## src/rtl/midi_file_event_parser_defines.svh

```systemverilog
// ----------------------------------------------------------------------------
// Assertion macros for the MIDI file event parser
// Shared property forms used by the RTL checks.
// ----------------------------------------------------------------------------
`ifndef MIDI_FILE_EVENT_PARSER_DEFINES_SVH
`define MIDI_FILE_EVENT_PARSER_DEFINES_SVH

// same-cycle implication, off while reset is asserted
`define MFEP_ASSERT_IMPL(label, clk, rstn, ante, cons) \
    label: assert property (@(posedge clk) disable iff (!(rstn)) (ante) |-> (cons)) \
        else $error("mfep check failed");

// next-cycle implication, off while reset is asserted
`define MFEP_ASSERT_NEXT(label, clk, rstn, ante, cons) \
    label: assert property (@(posedge clk) disable iff (!(rstn)) (ante) |=> (cons)) \
        else $error("mfep check failed");

`endif

```

## src/rtl/mfep_pkg.sv

```systemverilog
// ----------------------------------------------------------------------------
// MIDI file event parser package
// Parse phases, result kinds, result record and a status decode helper.
// ----------------------------------------------------------------------------
package mfep_pkg;

    typedef enum logic [3:0] {
        PH_HEADER    = 4'd0,
        PH_TRACK_HDR = 4'd1,
        PH_DELTA     = 4'd2,
        PH_STATUS    = 4'd3,
        PH_DATA1     = 4'd4,
        PH_DATA2     = 4'd5,
        PH_META_TYPE = 4'd6,
        PH_META_LEN  = 4'd7,
        PH_META_DATA = 4'd8,
        PH_DONE      = 4'd9
    } phase_t;

    typedef enum logic [2:0] {
        KIND_HEADER  = 3'd0,
        KIND_TRACK   = 3'd1,
        KIND_TIME    = 3'd2,
        KIND_CHANNEL = 3'd3,
        KIND_TEMPO   = 3'd4
    } kind_t;

    localparam logic [7:0]  STATUS_META     = 8'hFF;
    localparam logic [7:0]  STATUS_SYSEX_END = 8'hF7;
    localparam logic [7:0]  META_TEMPO      = 8'h51;
    localparam logic [31:0] HEADER_LEN      = 32'd6;
    localparam logic [3:0]  HDR_LAST_POS    = 4'd13;
    localparam logic [3:0]  TRK_LAST_POS    = 4'd7;
    localparam logic [1:0]  TEMPO_BYTES     = 2'd3;

    typedef struct packed {
        kind_t              kind;
        logic [31:0]        tick_time;
        logic [15:0]        track_number;
        logic [3:0]         event_type;
        logic [3:0]         channel;
        logic [7:0]         first_data;
        logic [7:0]         second_data;
        logic [23:0]        tempo_us;
        logic signed [15:0] division;
        logic               header_ok;
    } result_t;

    // number of data bytes following a channel status, by upper nibble
    function automatic logic [1:0] data_count(input logic [3:0] etype);
        logic [1:0] n;
        case (etype) inside
            4'h8, 4'h9, 4'hA, 4'hB, 4'hE: n = 2'd2;
            4'hC, 4'hD:                   n = 2'd1;
            default:                      n = 2'd0;
        endcase
        return n;
    endfunction

endpackage

```

## src/rtl/mfep_parser.sv

```systemverilog
// ----------------------------------------------------------------------------
// MIDI file event parser core
// Holds the parse state and turns one file byte per step into at most one
// result record.
// ----------------------------------------------------------------------------
module mfep_parser #(
    parameter int TIME_WIDTH = 32
) (
    input  logic              aclk,
    input  logic              aresetn,
    input  logic              step,
    input  logic [7:0]        data_byte,
    input  logic              file_start,
    output logic              res_valid,
    output mfep_pkg::result_t res
);

    mfep_pkg::phase_t        phase_reg, phase_next, cur_phase;
    logic [3:0]              bpos_reg, bpos_next, cur_bpos;
    logic [31:0]             hlen_reg, hlen_next, cur_hlen;
    logic [15:0]             total_reg, total_next, cur_total;
    logic [15:0]             tidx_reg, tidx_next, cur_tidx;
    logic [31:0]             left_reg, left_next, cur_left, left_dec;
    logic [31:0]             vlq_reg, vlq_next, cur_vlq, vlq_shift;
    logic [TIME_WIDTH-1:0]   time_reg, time_next, cur_time;
    logic [7:0]              status_reg, status_next, cur_status;
    logic [7:0]              held_reg, held_next, cur_held;
    logic [7:0]              mkind_reg, mkind_next, cur_mkind;
    logic [31:0]             mleft_reg, mleft_next, cur_mleft;
    logic [23:0]             tempo_reg, tempo_next, cur_tempo;
    logic [15:0]             div_reg, div_next, cur_div;
    logic [31:0]             tick32;
    logic [15:0]             tidx_inc;
    logic                    ev_done;
    logic                    new_track;
    logic                    meta_end;

    generate
        if (TIME_WIDTH >= 32) begin : g_tick_wide
            assign tick32 = time_next[31:0];
        end else begin : g_tick_narrow
            assign tick32 = 32'(time_next);
        end
    endgenerate

    assign tidx_inc = cur_tidx + 16'd1;

    always_ff @(posedge aclk) begin
        if (!aresetn) begin
            phase_reg  <= mfep_pkg::PH_HEADER;
            bpos_reg   <= '0;
            hlen_reg   <= '0;
            total_reg  <= '0;
            tidx_reg   <= '0;
            left_reg   <= '0;
            vlq_reg    <= '0;
            time_reg   <= '0;
            status_reg <= '0;
            held_reg   <= '0;
            mkind_reg  <= '0;
            mleft_reg  <= '0;
            tempo_reg  <= '0;
            div_reg    <= '0;
        end else if (step) begin
            phase_reg  <= phase_next;
            bpos_reg   <= bpos_next;
            hlen_reg   <= hlen_next;
            total_reg  <= total_next;
            tidx_reg   <= tidx_next;
            left_reg   <= left_next;
            vlq_reg    <= vlq_next;
            time_reg   <= time_next;
            status_reg <= status_next;
            held_reg   <= held_next;
            mkind_reg  <= mkind_next;
            mleft_reg  <= mleft_next;
            tempo_reg  <= tempo_next;
            div_reg    <= div_next;
        end
    end

    always_comb begin
        // a file start byte sees the reset state
        cur_phase  = file_start ? mfep_pkg::PH_HEADER : phase_reg;
        cur_bpos   = file_start ? '0 : bpos_reg;
        cur_hlen   = file_start ? '0 : hlen_reg;
        cur_total  = file_start ? '0 : total_reg;
        cur_tidx   = file_start ? '0 : tidx_reg;
        cur_left   = file_start ? '0 : left_reg;
        cur_vlq    = file_start ? '0 : vlq_reg;
        cur_time   = file_start ? '0 : time_reg;
        cur_status = file_start ? '0 : status_reg;
        cur_held   = file_start ? '0 : held_reg;
        cur_mkind  = file_start ? '0 : mkind_reg;
        cur_mleft  = file_start ? '0 : mleft_reg;
        cur_tempo  = file_start ? '0 : tempo_reg;
        cur_div    = file_start ? '0 : div_reg;

        // track length counts every event byte, floor at zero
        left_dec = cur_left;
        if (cur_phase inside {[mfep_pkg::PH_DELTA:mfep_pkg::PH_META_DATA]}
            && cur_left != '0) begin
            left_dec = cur_left - 32'd1;
        end

        vlq_shift   = {cur_vlq[24:0], data_byte[6:0]};

        phase_next  = cur_phase;
        bpos_next   = cur_bpos;
        hlen_next   = cur_hlen;
        total_next  = cur_total;
        tidx_next   = cur_tidx;
        left_next   = left_dec;
        vlq_next    = cur_vlq;
        time_next   = cur_time;
        status_next = cur_status;
        held_next   = cur_held;
        mkind_next  = cur_mkind;
        mleft_next  = cur_mleft;
        tempo_next  = cur_tempo;
        div_next    = cur_div;

        ev_done   = 1'b0;
        new_track = 1'b0;
        meta_end  = 1'b0;
        res_valid = 1'b0;
        res       = '0;
        res.kind  = mfep_pkg::KIND_HEADER;

        case (cur_phase)
            mfep_pkg::PH_HEADER: begin
                if (cur_bpos inside {[4'd4:4'd7]}) begin
                    hlen_next = {cur_hlen[23:0], data_byte};
                end else if (cur_bpos inside {4'd10, 4'd11}) begin
                    total_next = {cur_total[7:0], data_byte};
                end else if (cur_bpos inside {4'd12, 4'd13}) begin
                    div_next = {cur_div[7:0], data_byte};
                end
                if (cur_bpos >= mfep_pkg::HDR_LAST_POS) begin
                    res_valid        = 1'b1;
                    res.kind         = mfep_pkg::KIND_HEADER;
                    res.division     = div_next;
                    res.header_ok    = (hlen_next == mfep_pkg::HEADER_LEN);
                    tidx_next        = '0;
                    bpos_next        = '0;
                    phase_next       = (total_next == '0) ? mfep_pkg::PH_DONE
                                                          : mfep_pkg::PH_TRACK_HDR;
                end else begin
                    bpos_next = cur_bpos + 4'd1;
                end
            end
            mfep_pkg::PH_TRACK_HDR: begin
                if (cur_bpos inside {[4'd4:4'd7]}) begin
                    left_next = {cur_left[23:0], data_byte};
                end
                if (cur_bpos >= mfep_pkg::TRK_LAST_POS) begin
                    time_next = '0;
                    res_valid = 1'b1;
                    res.kind  = mfep_pkg::KIND_TRACK;
                    bpos_next = '0;
                    if (left_next == '0) begin
                        new_track = 1'b1;
                    end else begin
                        vlq_next   = '0;
                        phase_next = mfep_pkg::PH_DELTA;
                    end
                end else begin
                    bpos_next = cur_bpos + 4'd1;
                end
            end
            mfep_pkg::PH_DELTA: begin
                vlq_next = vlq_shift;
                if (!data_byte[7]) begin
                    phase_next = mfep_pkg::PH_STATUS;
                    if (vlq_shift != '0) begin
                        time_next = cur_time + TIME_WIDTH'(vlq_shift);
                        res_valid = 1'b1;
                        res.kind  = mfep_pkg::KIND_TIME;
                    end
                end
            end
            mfep_pkg::PH_STATUS: begin
                status_next = data_byte;
                if (data_byte == mfep_pkg::STATUS_META) begin
                    phase_next = mfep_pkg::PH_META_TYPE;
                end else if (data_byte == mfep_pkg::STATUS_SYSEX_END) begin
                    ev_done = 1'b1;
                end else if (mfep_pkg::data_count(data_byte[7:4]) == 2'd0) begin
                    res_valid = 1'b1;
                    res.kind  = mfep_pkg::KIND_CHANNEL;
                    ev_done   = 1'b1;
                end else begin
                    phase_next = mfep_pkg::PH_DATA1;
                end
            end
            mfep_pkg::PH_DATA1: begin
                held_next = data_byte;
                if (mfep_pkg::data_count(cur_status[7:4]) == 2'd2) begin
                    phase_next = mfep_pkg::PH_DATA2;
                end else begin
                    res_valid      = 1'b1;
                    res.kind       = mfep_pkg::KIND_CHANNEL;
                    res.first_data = data_byte;
                    ev_done        = 1'b1;
                end
            end
            mfep_pkg::PH_DATA2: begin
                res_valid       = 1'b1;
                res.kind        = mfep_pkg::KIND_CHANNEL;
                res.first_data  = cur_held;
                res.second_data = data_byte;
                ev_done         = 1'b1;
            end
            mfep_pkg::PH_META_TYPE: begin
                mkind_next = data_byte;
                vlq_next   = '0;
                phase_next = mfep_pkg::PH_META_LEN;
            end
            mfep_pkg::PH_META_LEN: begin
                vlq_next = vlq_shift;
                if (!data_byte[7]) begin
                    mleft_next = vlq_shift;
                    tempo_next = '0;
                    bpos_next  = '0;
                    if (vlq_shift == '0) begin
                        meta_end = 1'b1;
                    end else begin
                        phase_next = mfep_pkg::PH_META_DATA;
                    end
                end
            end
            mfep_pkg::PH_META_DATA: begin
                if (cur_bpos < 4'(mfep_pkg::TEMPO_BYTES)) begin
                    case (cur_bpos[1:0])
                        2'd0:    tempo_next[23:16] = cur_tempo[23:16] | data_byte;
                        2'd1:    tempo_next[15:8]  = cur_tempo[15:8] | data_byte;
                        default: tempo_next[7:0]   = cur_tempo[7:0] | data_byte;
                    endcase
                    bpos_next = cur_bpos + 4'd1;
                end
                mleft_next = cur_mleft - 32'd1;
                if (mleft_next == '0) begin
                    meta_end = 1'b1;
                end
            end
            default: begin
            end
        endcase

        if (meta_end) begin
            if (cur_mkind == mfep_pkg::META_TEMPO) begin
                res_valid    = 1'b1;
                res.kind     = mfep_pkg::KIND_TEMPO;
                res.tempo_us = tempo_next;
            end
            ev_done = 1'b1;
        end

        if (ev_done) begin
            if (left_dec == '0) begin
                new_track = 1'b1;
            end else begin
                vlq_next   = '0;
                phase_next = mfep_pkg::PH_DELTA;
            end
        end

        if (new_track) begin
            tidx_next  = tidx_inc;
            bpos_next  = '0;
            phase_next = (tidx_inc >= cur_total) ? mfep_pkg::PH_DONE
                                                 : mfep_pkg::PH_TRACK_HDR;
        end

        res.tick_time    = tick32;
        res.track_number = cur_tidx;
        if (res.kind == mfep_pkg::KIND_CHANNEL) begin
            res.event_type = status_next[7:4];
            res.channel    = status_next[3:0];
        end
    end

endmodule

```

## src/rtl/midi_file_event_parser.sv

```systemverilog
// ----------------------------------------------------------------------------
// MIDI file event parser
// Streams a Standard MIDI File byte by byte and emits header, track start,
// time mark, channel event and tempo items.
// ----------------------------------------------------------------------------
// One file byte is taken per clock, back to back, while the output drains. Each
// byte lands in an input register, the parser core updates its state and builds
// at most one result combinationally, and the result sits in an output register
// until taken, so a result passes the input and output registers before it is
// offered. The input side keeps flowing while a result waits, as long as the
// output register drains; a stalled output stops the input after one more byte.
// Raise the file start flag with the first byte of each file; the running tick
// count wraps at TIME_WIDTH bits and is reported in a 32-bit field.
module midi_file_event_parser #(
    parameter int TIME_WIDTH = 32
) (
    input  logic         aclk,
    input  logic         aresetn,
    input  logic         s_axis_tvalid,
    output logic         s_axis_tready,
    input  logic [7:0]   s_axis_tdata,   // [7:0] data_byte
    input  logic [0:0]   s_axis_tuser,   // [0] file_start
    output logic         m_axis_tvalid,
    input  logic         m_axis_tready,
    // [31:0] tick_time, [47:32] track_number, [51:48] event_type,
    // [55:52] channel, [63:56] first_data, [71:64] second_data,
    // [95:72] tempo_us, [111:96] division, [112] header_ok, rest zero
    output logic [119:0] m_axis_tdata,
    output logic [2:0]   m_axis_tuser    // [2:0] kind
);

    `include "midi_file_event_parser_defines.svh"

    logic              in_valid_reg;
    logic [7:0]        in_byte_reg;
    logic              in_start_reg;
    logic              out_valid_reg;
    mfep_pkg::result_t out_res_reg;
    logic              step;
    logic              res_valid;
    mfep_pkg::result_t res;

    assign step          = in_valid_reg && (!out_valid_reg || m_axis_tready);
    assign s_axis_tready = !in_valid_reg || step;

    always_ff @(posedge aclk) begin
        if (!aresetn) begin
            in_valid_reg <= 1'b0;
        end else if (s_axis_tready) begin
            in_valid_reg <= s_axis_tvalid;
        end
    end

    always_ff @(posedge aclk) begin
        if (s_axis_tvalid && s_axis_tready) begin
            in_byte_reg  <= s_axis_tdata;
            in_start_reg <= s_axis_tuser[0];
        end
    end

    mfep_parser #(
        .TIME_WIDTH (TIME_WIDTH)
    ) u_parser (
        .aclk       (aclk),
        .aresetn    (aresetn),
        .step       (step),
        .data_byte  (in_byte_reg),
        .file_start (in_start_reg),
        .res_valid  (res_valid),
        .res        (res)
    );

    always_ff @(posedge aclk) begin
        if (!aresetn) begin
            out_valid_reg <= 1'b0;
        end else if (step) begin
            out_valid_reg <= res_valid;
        end else if (m_axis_tready) begin
            out_valid_reg <= 1'b0;
        end
    end

    always_ff @(posedge aclk) begin
        if (step && res_valid) begin
            out_res_reg <= res;
        end
    end

    assign m_axis_tvalid = out_valid_reg;
    assign m_axis_tuser  = out_res_reg.kind;
    assign m_axis_tdata  = {7'd0,
                            out_res_reg.header_ok,
                            out_res_reg.division,
                            out_res_reg.tempo_us,
                            out_res_reg.second_data,
                            out_res_reg.first_data,
                            out_res_reg.channel,
                            out_res_reg.event_type,
                            out_res_reg.track_number,
                            out_res_reg.tick_time};

    // a full input register facing a blocked output takes nothing more
    `MFEP_ASSERT_IMPL(a_in_hold, aclk, aresetn,
        in_valid_reg && out_valid_reg && !m_axis_tready, !s_axis_tready)
    // a byte in the input register with room downstream is consumed
    `MFEP_ASSERT_NEXT(a_in_drain, aclk, aresetn,
        in_valid_reg && !out_valid_reg && !s_axis_tvalid, !in_valid_reg)
    // header fields only travel with a header item
    `MFEP_ASSERT_IMPL(a_hdr_only, aclk, aresetn,
        m_axis_tvalid && m_axis_tuser != mfep_pkg::KIND_HEADER,
        m_axis_tdata[112] == 1'b0 && m_axis_tdata[111:96] == '0)
    // channel fields stay zero outside channel items
    `MFEP_ASSERT_IMPL(a_chan_only, aclk, aresetn,
        m_axis_tvalid && m_axis_tuser != mfep_pkg::KIND_CHANNEL,
        m_axis_tdata[71:48] == '0)
    // a track start restarts the tick count
    `MFEP_ASSERT_IMPL(a_track_zero, aclk, aresetn,
        m_axis_tvalid && m_axis_tuser == mfep_pkg::KIND_TRACK,
        m_axis_tdata[31:0] == '0)

endmodule
```

## config.mk

```make
export PLATFORM = sky130hd
export DESIGN_NAME = midi_file_event_parser
export DESIGN_NICKNAME = d
export VERILOG_FILES = /design/src/rtl/mfep_pkg.sv /design/src/rtl/mfep_parser.sv /design/src/rtl/midi_file_event_parser.sv
export VERILOG_INCLUDE_DIRS = /design/src /design/src/rtl
export SDC_FILE = /design/constraint.sdc
export NUM_CORES = 1
export LEC_CHECK = 0
export ABC_AREA = 1
export BUFFER_PORTS_ARGS = -buffer_cell sky130_fd_sc_hd__buf_2
export CORE_AREA = 2 2 290 292
export DETAILED_ROUTE_END_ITERATION = 10
export DIE_AREA = 0 0 292 294
export PLACE_DENSITY = 0.48
export SLEW_MARGIN = 20
export SYNTH_ARGS = -nofsm -noshare
export SYNTH_HDL_FRONTEND = slang
export SYNTH_SLANG_ARGS = --single-unit
```

## constraint.sdc

```tcl
create_clock -name aclk -period 6.8 [get_ports aclk]
set_clock_uncertainty 0.1 [all_clocks]
set_input_delay 1.36 -clock aclk [delete_from_list [all_inputs] [get_ports aclk]]
set_output_delay 1.36 -clock aclk [all_outputs]
set_load 0.03 [all_outputs]
```

==> flow_metrics.py, run 1 <==
metrics = {
    "global_route": {
        "antenna_found_initial": 0,
        "gr-total-overflow": 0,
        "grt_pass1_vias": 22710,
        "grt_use_total_pct": 19.12,
        "grt_pass1_wl_mm": 131.8,
        "grt_max_degree": 129,
    },
    "detailed_routing": {
        "drcViolationCount": 0,
        "wirelength_mm": 84.13,
        "top_layer_used": "met4",
        "avgViaCountPerCell": 4.994,
        "drt_iter0_markers": 1787,
        "wl_met1_mm": 39.64,
        "route.met3.wl_mm": 3.238,
        "vias": 24300,
        "dr.pass1.iters": 6,
        "antenna_left": 0,
        "wl_per_cell_um": 17.29,
        "route.met2.wl_mm": 39.50,
    },
    "sta": {
        "tightest_slew_ns": 1.065,
        "finalWorstSetupSlack_ns": 1.512,
        "maxSlewHeadroom_pct": 28.85,
        "slew_viol_final": 0,
        "fmax_mhz": 189.1,
        "hold_viol": 0,
        "post-route-period-util_pct": 77.77,
        "min_period_ns": 5.288,
        "fin_tns_setup_ns": 0,
        "setup_viol": 0,
        "rsz0062_at_grt": "false",
    },
    "floorplan": {
        "start_util_pct": 29.71,
        "rows": 106,
        "io_pins": 138,
        "coreArea_mm2": 0.08289,
        "die-area_mm2": 0.08585,
        "die_w_um": 292,
        "die_h_um": 294,
    },
    "synthesis": {
        "netlist_instances": 3727,
        "async_reset_ff_share_pct": 0,
        "syn-mean-instance-area_um2": 6.609,
        "syn_area_mm2": 0.02463,
        "yosys_warnings": 0,
        "ys_seq_elements": 384,
        "synth_largest_area_cell": "dfxtp_1",
        "synth_edf_count": 125,
        "synth_cell_types": 54,
        "synth_top_area_share_pct": 21.05,
        "synth_area_leaders": "dfxtp_1 (21%), edfxtp_1 (15%), nand2_1 (15%)",
        "synth_flop_cell": "dfxtp_1",
        "synth_seq_area_share_pct": 36.29,
    },
    "pwr": {
        "ir_drop_v": 0.0002069,
        "p_per_area_mw_per_mm2": 226.5,
        "leakagePower_nw": 13.06,
    },
    "placement": {
        "place_hpwl_mm": 58.39,
        "gp_congestion": 0.8980,
        "io_buffers": 130,
        "dpl.cell_count": 4775,
        "place_ws_ns": 1.633,
    },
    "clock_tree": {
        "clockBufferDepth": 3,
        "holdBufCountCts": 0,
        "cts_resized": 0,
        "cts.sinks": 384,
        "cts_setup_buffers": 0,
        "htreeDepth": 2,
        "clkTransAtPathRegs_ns": 0.06,
        "cts_buffers": 48,
        "cts_tree": "yes",
        "cts_root_buf": "clkbuf_16",
        "worstSkewPairLatency_ns": 0.60,
    },
    "worst_setup_path": {
        "cp_max_fo": 80,
        "r2r_slack_ns": 1.51,
        "cp-start-kind": "register",
        "required_ns": 7.19,
        "critPathKind": "register to register",
        "worstPathArrival_ns": 5.68,
        "endpoint_kind": "register",
    },
    "worst_hold_path": {
        "hp-class": "register to register",
    },
    "final_layout": {
        "layout.cells.non_filler": 4865,
        "fillers": 9071,
        "nets": 3814,
        "layout-drive-gt1-share_pct": 8.613,
        "largest_register_ffs": 113,
        "diodes": 0,
        "area_growth_pct": 12.97,
        "final_common_cell": "nand2_1",
        "layout_common_cells": "nand2_1 (991), inv_1 (478), nor2_1 (410)",
    },
    "run": {
        "max_cap_viol_count": 0,
    },
    "run_status": {
        "outcome": "complete, no violations",
    },
}
-- cells in the mapped netlist, drive strengths merged (8+ instances only) --
| library cell | number |
|---|---|
| buf | 68 |
| a221oi | 53 |
| o32ai | 15 |
| clkbuf | 138 |
| nand2 | 999 |
| nor2 | 424 |
| and2 | 8 |
| o21ai | 290 |
| a21oi | 289 |
| ha | 55 |
| a31oi | 42 |
| dfxtp | 259 |
| xor2 | 41 |
| nand3 | 159 |
| nor4 | 16 |
| o22ai | 20 |
| nand4 | 33 |
| inv | 497 |
| nor3 | 23 |
| xnor2 | 11 |
| edfxtp | 125 |
| or2 | 31 |
| o211ai | 75 |
| a21boi | 8 |
-- area by class of cell --
type | instances | area (um^2) | share of cell area, %
inverter | 502 | 1902 | 6.835
multi-input combinational | 2641 | 12950 | 46.54
clock buffer | 63 | 1319 | 4.739
timing repair buffer | 168 | 975.9 | 3.507
tap | 1080 | 1351 | 4.856
sequential | 384 | 8939 | 32.12
clock inverter | 27 | 390.4 | 1.403
-- per-stage QoR --
step	cell area, um^2	power, mW	utilization [%]	hold slack [ns]
detailed placement	26120	3.564	31.51	0.3537
global route	27830	6.593	33.57	0.3805
CTS	27830	6.374	33.57	0.3612
finish	27830	6.302	33.57	0.3628
floorplan	24650	3.268	-	0.3406
global placement	26120	3.567	31.51	0.3513
-- power by group --
group	internal (mW)	switching (mW)
registers	2.44	0.0530
logic	0.291	0.738
clock network	1.68	1.10
-- final timing paths --
kind	cells after the start	to	from
max	22	u_parser.vlq_reg[20]	in_start_reg
min	2	u_parser.mkind_reg[5]	u_parser.mkind_reg[5]
max reg2reg	22	u_parser.vlq_reg[20]	in_start_reg
min reg2reg	2	u_parser.mkind_reg[5]	u_parser.mkind_reg[5]
-- per-layer routing --
metal | up-vias | global-route usage, %
met2 | 529 | 32.21
met5 | - | 0
li1 | 12270 | -
met3 | 98 | 2.024
met4 | 0 | 4.337
met1 | 11400 | 26.25
-- worst max-delay path, cell delays in order, from the launching register on --
cell      delay, ns
edfxtp_1       0.47
inv_4          0.72
nand2_1        0.22
ha_1           0.35
nand2_1        0.10
nor2_1         0.07
nand2_1        0.18
nor2_1         0.08
nand2_2        0.20
nand2_4        0.28
nand2_1        0.17
nand3_1        0.08
nand2_1        0.13
nand2_1        0.07
nor2_1         0.15
nand2_1        0.12
nor2_1         0.43
nand3_1        0.17
nand2_1        0.16
nor2_2         0.07
nor2_4         0.55
nand2_1        0.12
a21oi_1        0.15
-- logic make-up (layout without fill, tap and decap cells) --
kind of cell | after synthesis | in the layout | synth area share [%]
xor gates and xnor gates | 52 | 52 | 1.849
other | 1 | 7 | 0.01522
AOI/OAI and AO/OA | 822 | 822 | 19.38
DFF | 384 | 384 | 36.29
buffers and inverters | 708 | 760 | 11.32
adders and majority gates | 56 | 56 | 2.875
and+or+nand+nor | 1704 | 1704 | 28.27
No activity file was read; power rests on OpenSTA's default activity.
==> run 2, diff against run 1 <==
PLACE_DENSITY = 0.49   (was 0.48)
clock period = 4.8 ns   (was 6.8 ns; I/O delays follow)
==> run 2 against run 1 <==
Critical endpoint is now m_axis_tdata[31]; die area unchanged; fmax up 15%; critical path type unchanged; cell count grew 0.80%; largest power group unchanged; total power grew 41%.
==> flow_metrics.py, run 2 (synthesis gave the netlist of run 1 again) <==
metrics = {
    "sta": {
        "maxSlewHeadroom_pct": 30.27,
        "min_period_ns": 4.590,
        "rsz0062_at_grt": "false",
        "setup_viol": 0,
        "slew_viol_final": 0,
        "tightest_slew_ns": 1.046,
        "post-route-period-util_pct": 95.63,
        "hold_viol": 0,
        "fin_tns_setup_ns": 0,
        "fmax_mhz": 217.9,
    },
    "floorplan": {
        "die-area_mm2": 0.08585,
        "coreArea_mm2": 0.08289,
        "rows": 106,
        "start_util_pct": 29.71,
        "io_pins": 138,
        "die_w_um": 292,
        "die_h_um": 294,
    },
    "placement": {
        "io_buffers": 130,
        "gp_congestion": 0.9206,
        "place_hpwl_mm": 59.03,
    },
    "worst_setup_path": {
        "cp_common_cell": "nand2_1",
        "critical_path.top_delay_family": "compound AO/OA/AOI/OAI gates",
        "cp-start-kind": "register",
        "worstPathArrival_ns": 4.84,
        "crit_slowest_cell": "edfxtp_1",
        "cp_cell_sequence": "inv_4, buf_6, nand2_1, inv_1, ha_1, inv_1, o21ai_0, nor2_1, nand2_1, a31oi_1, o21ai_1, a21boi_0, o21ai_0, nand2_1, nand2_1, nand2_1, nand4_1, nand3_1, nand2_1",
        "critPathKind": "register to register",
        "required_ns": 5.05,
        "cp_max_fo": 30,
        "worst-path-buf-inv": 4,
        "endpoint_kind": "register",
        "cpPeakStageDelay_ns": 0.49,
    },
    "global_route": {
        "antenna_found_initial": 1,
        "grt_pass1_wl_mm": 131.5,
        "gr-total-overflow": 0,
        "grt_use_total_pct": 19.11,
        "grt_pass1_vias": 22460,
        "grt_max_degree": 159,
    },
    "clock_tree": {
        "cts_buffers": 47,
        "clockBufferDepth": 3,
        "clkTransAtPathRegs_ns": 0.06,
        "htreeDepth": 2,
        "cts.sinks": 384,
        "cts_tree": "yes",
        "worstSkewPairLatency_ns": 0.60,
        "holdBufCountCts": 0,
        "cts_root_buf": "clkbuf_16",
    },
    "final_layout": {
        "final_util_pct": 33.99,
        "area_growth_pct": 14.38,
        "final_common_cell": "nand2_1",
        "nets": 3854,
        "largest_register_ffs": 113,
        "layout_common_cells": "nand2_1 (991), inv_1 (477), nor2_1 (408)",
        "layout-drive-gt1-share_pct": 9.545,
        "diodes": 0,
    },
    "detailed_routing": {
        "wirelength_mm": 84.99,
        "drcViolationCount": 0,
        "drt_iter0_markers": 1758,
        "wl_per_cell_um": 17.33,
        "dr.pass1.iters": 6,
        "avgViaCountPerCell": 4.969,
        "antenna_left": 0,
        "vias": 24370,
    },
    "run": {
        "max_cap_viol_count": 0,
    },
    "pwr": {
        "ir_drop_v": 0.0002702,
        "p_per_area_mw_per_mm2": 314.5,
        "leakagePower_nw": 13.26,
    },
    "run_status": {
        "outcome": "complete, no violations",
    },
    "worst_hold_path": {
        "hp-class": "register to register",
    },
}
run 2: changes by cell type in the layout (fill, tap and decap cells not counted), moves of 3 or more:
| cell | before | now |
|---|---|---|
| clkbuf_8 | 4 | 1 |
| buf_12 | 3 | 9 |
| inv_6 | 2 | 5 |
| buf_4 | 36 | 68 |
run 2: path summary, 6_finish.rpt:
check,to,from,slack [ns],cells after the start
setup / recovery,m_axis_tdata[31],in_start_reg,0.21,19
hold reg to reg,u_parser.mkind_reg[3],u_parser.mkind_reg[3],0.36,2
hold / removal,u_parser.mkind_reg[3],u_parser.mkind_reg[3],0.36,2
setup reg to reg,m_axis_tdata[31],in_start_reg,0.21,19
run 2: power by group:
part | internal (mW) | switching, mW
combinational | 0.440 | 1.08
sequential | 3.46 | 0.0645
clock | 2.27 | 1.55
total | 6.17 | 2.70
run 2: what timing repair did:
action / in CTS / in global routing
gates resized for setup: 0 / 7
setup endpoints to repair: 0 / 159
setup buffers: 0 / 8
run 2: layout make-up:
type / count / area, um^2
clock buffer: 60 / 1235
clock inverter: 28 / 391.6
fill: 8982 / 54720
inverter: 502 / 1904
multi-input combinational: 2641 / 12970
sequential: 384 / 8939
tap: 1080 / 1351
timing repair buffer: 209 / 1384
run 2: worst min-delay path, delay by kind of cell, from the launching register on:
kind | cells | cell delay, ns
and+or+nand+nor | 1 | 0.06
DFF | 1 | 0.31
AOI/OAI and AO/OA | 1 | 0.05
run 2: metal layers:
layer	vias to the layer above	part of all wire (%)	GRT usage, %
met5	-	0	0
met4	0	2.5	5.381
met3	108	5.2	2.236
met2	621	45	31.10
met1	11280	47	26.59
li1	12360	-	-
run 2: per-stage QoR:
stage | instances | total power [mW] | instance area [um^2] | hold slack, ns | setup slack [ns]
after CTS | 4895 | 8.945 | 28070 | 0.3621 | 0.1276
after floorplan | 3733 | 4.630 | 24670 | 0.3406 | 0.005365
final | 4904 | 8.861 | 28170 | 0.3628 | 0.2098
after global routing | 4904 | 9.282 | 28170 | 0.3838 | 0.02629
after detailed placement | 4807 | 5.084 | 26440 | 0.3545 | 0.1606
after global placement | 4807 | 5.091 | 26440 | 0.3499 | 0.1288
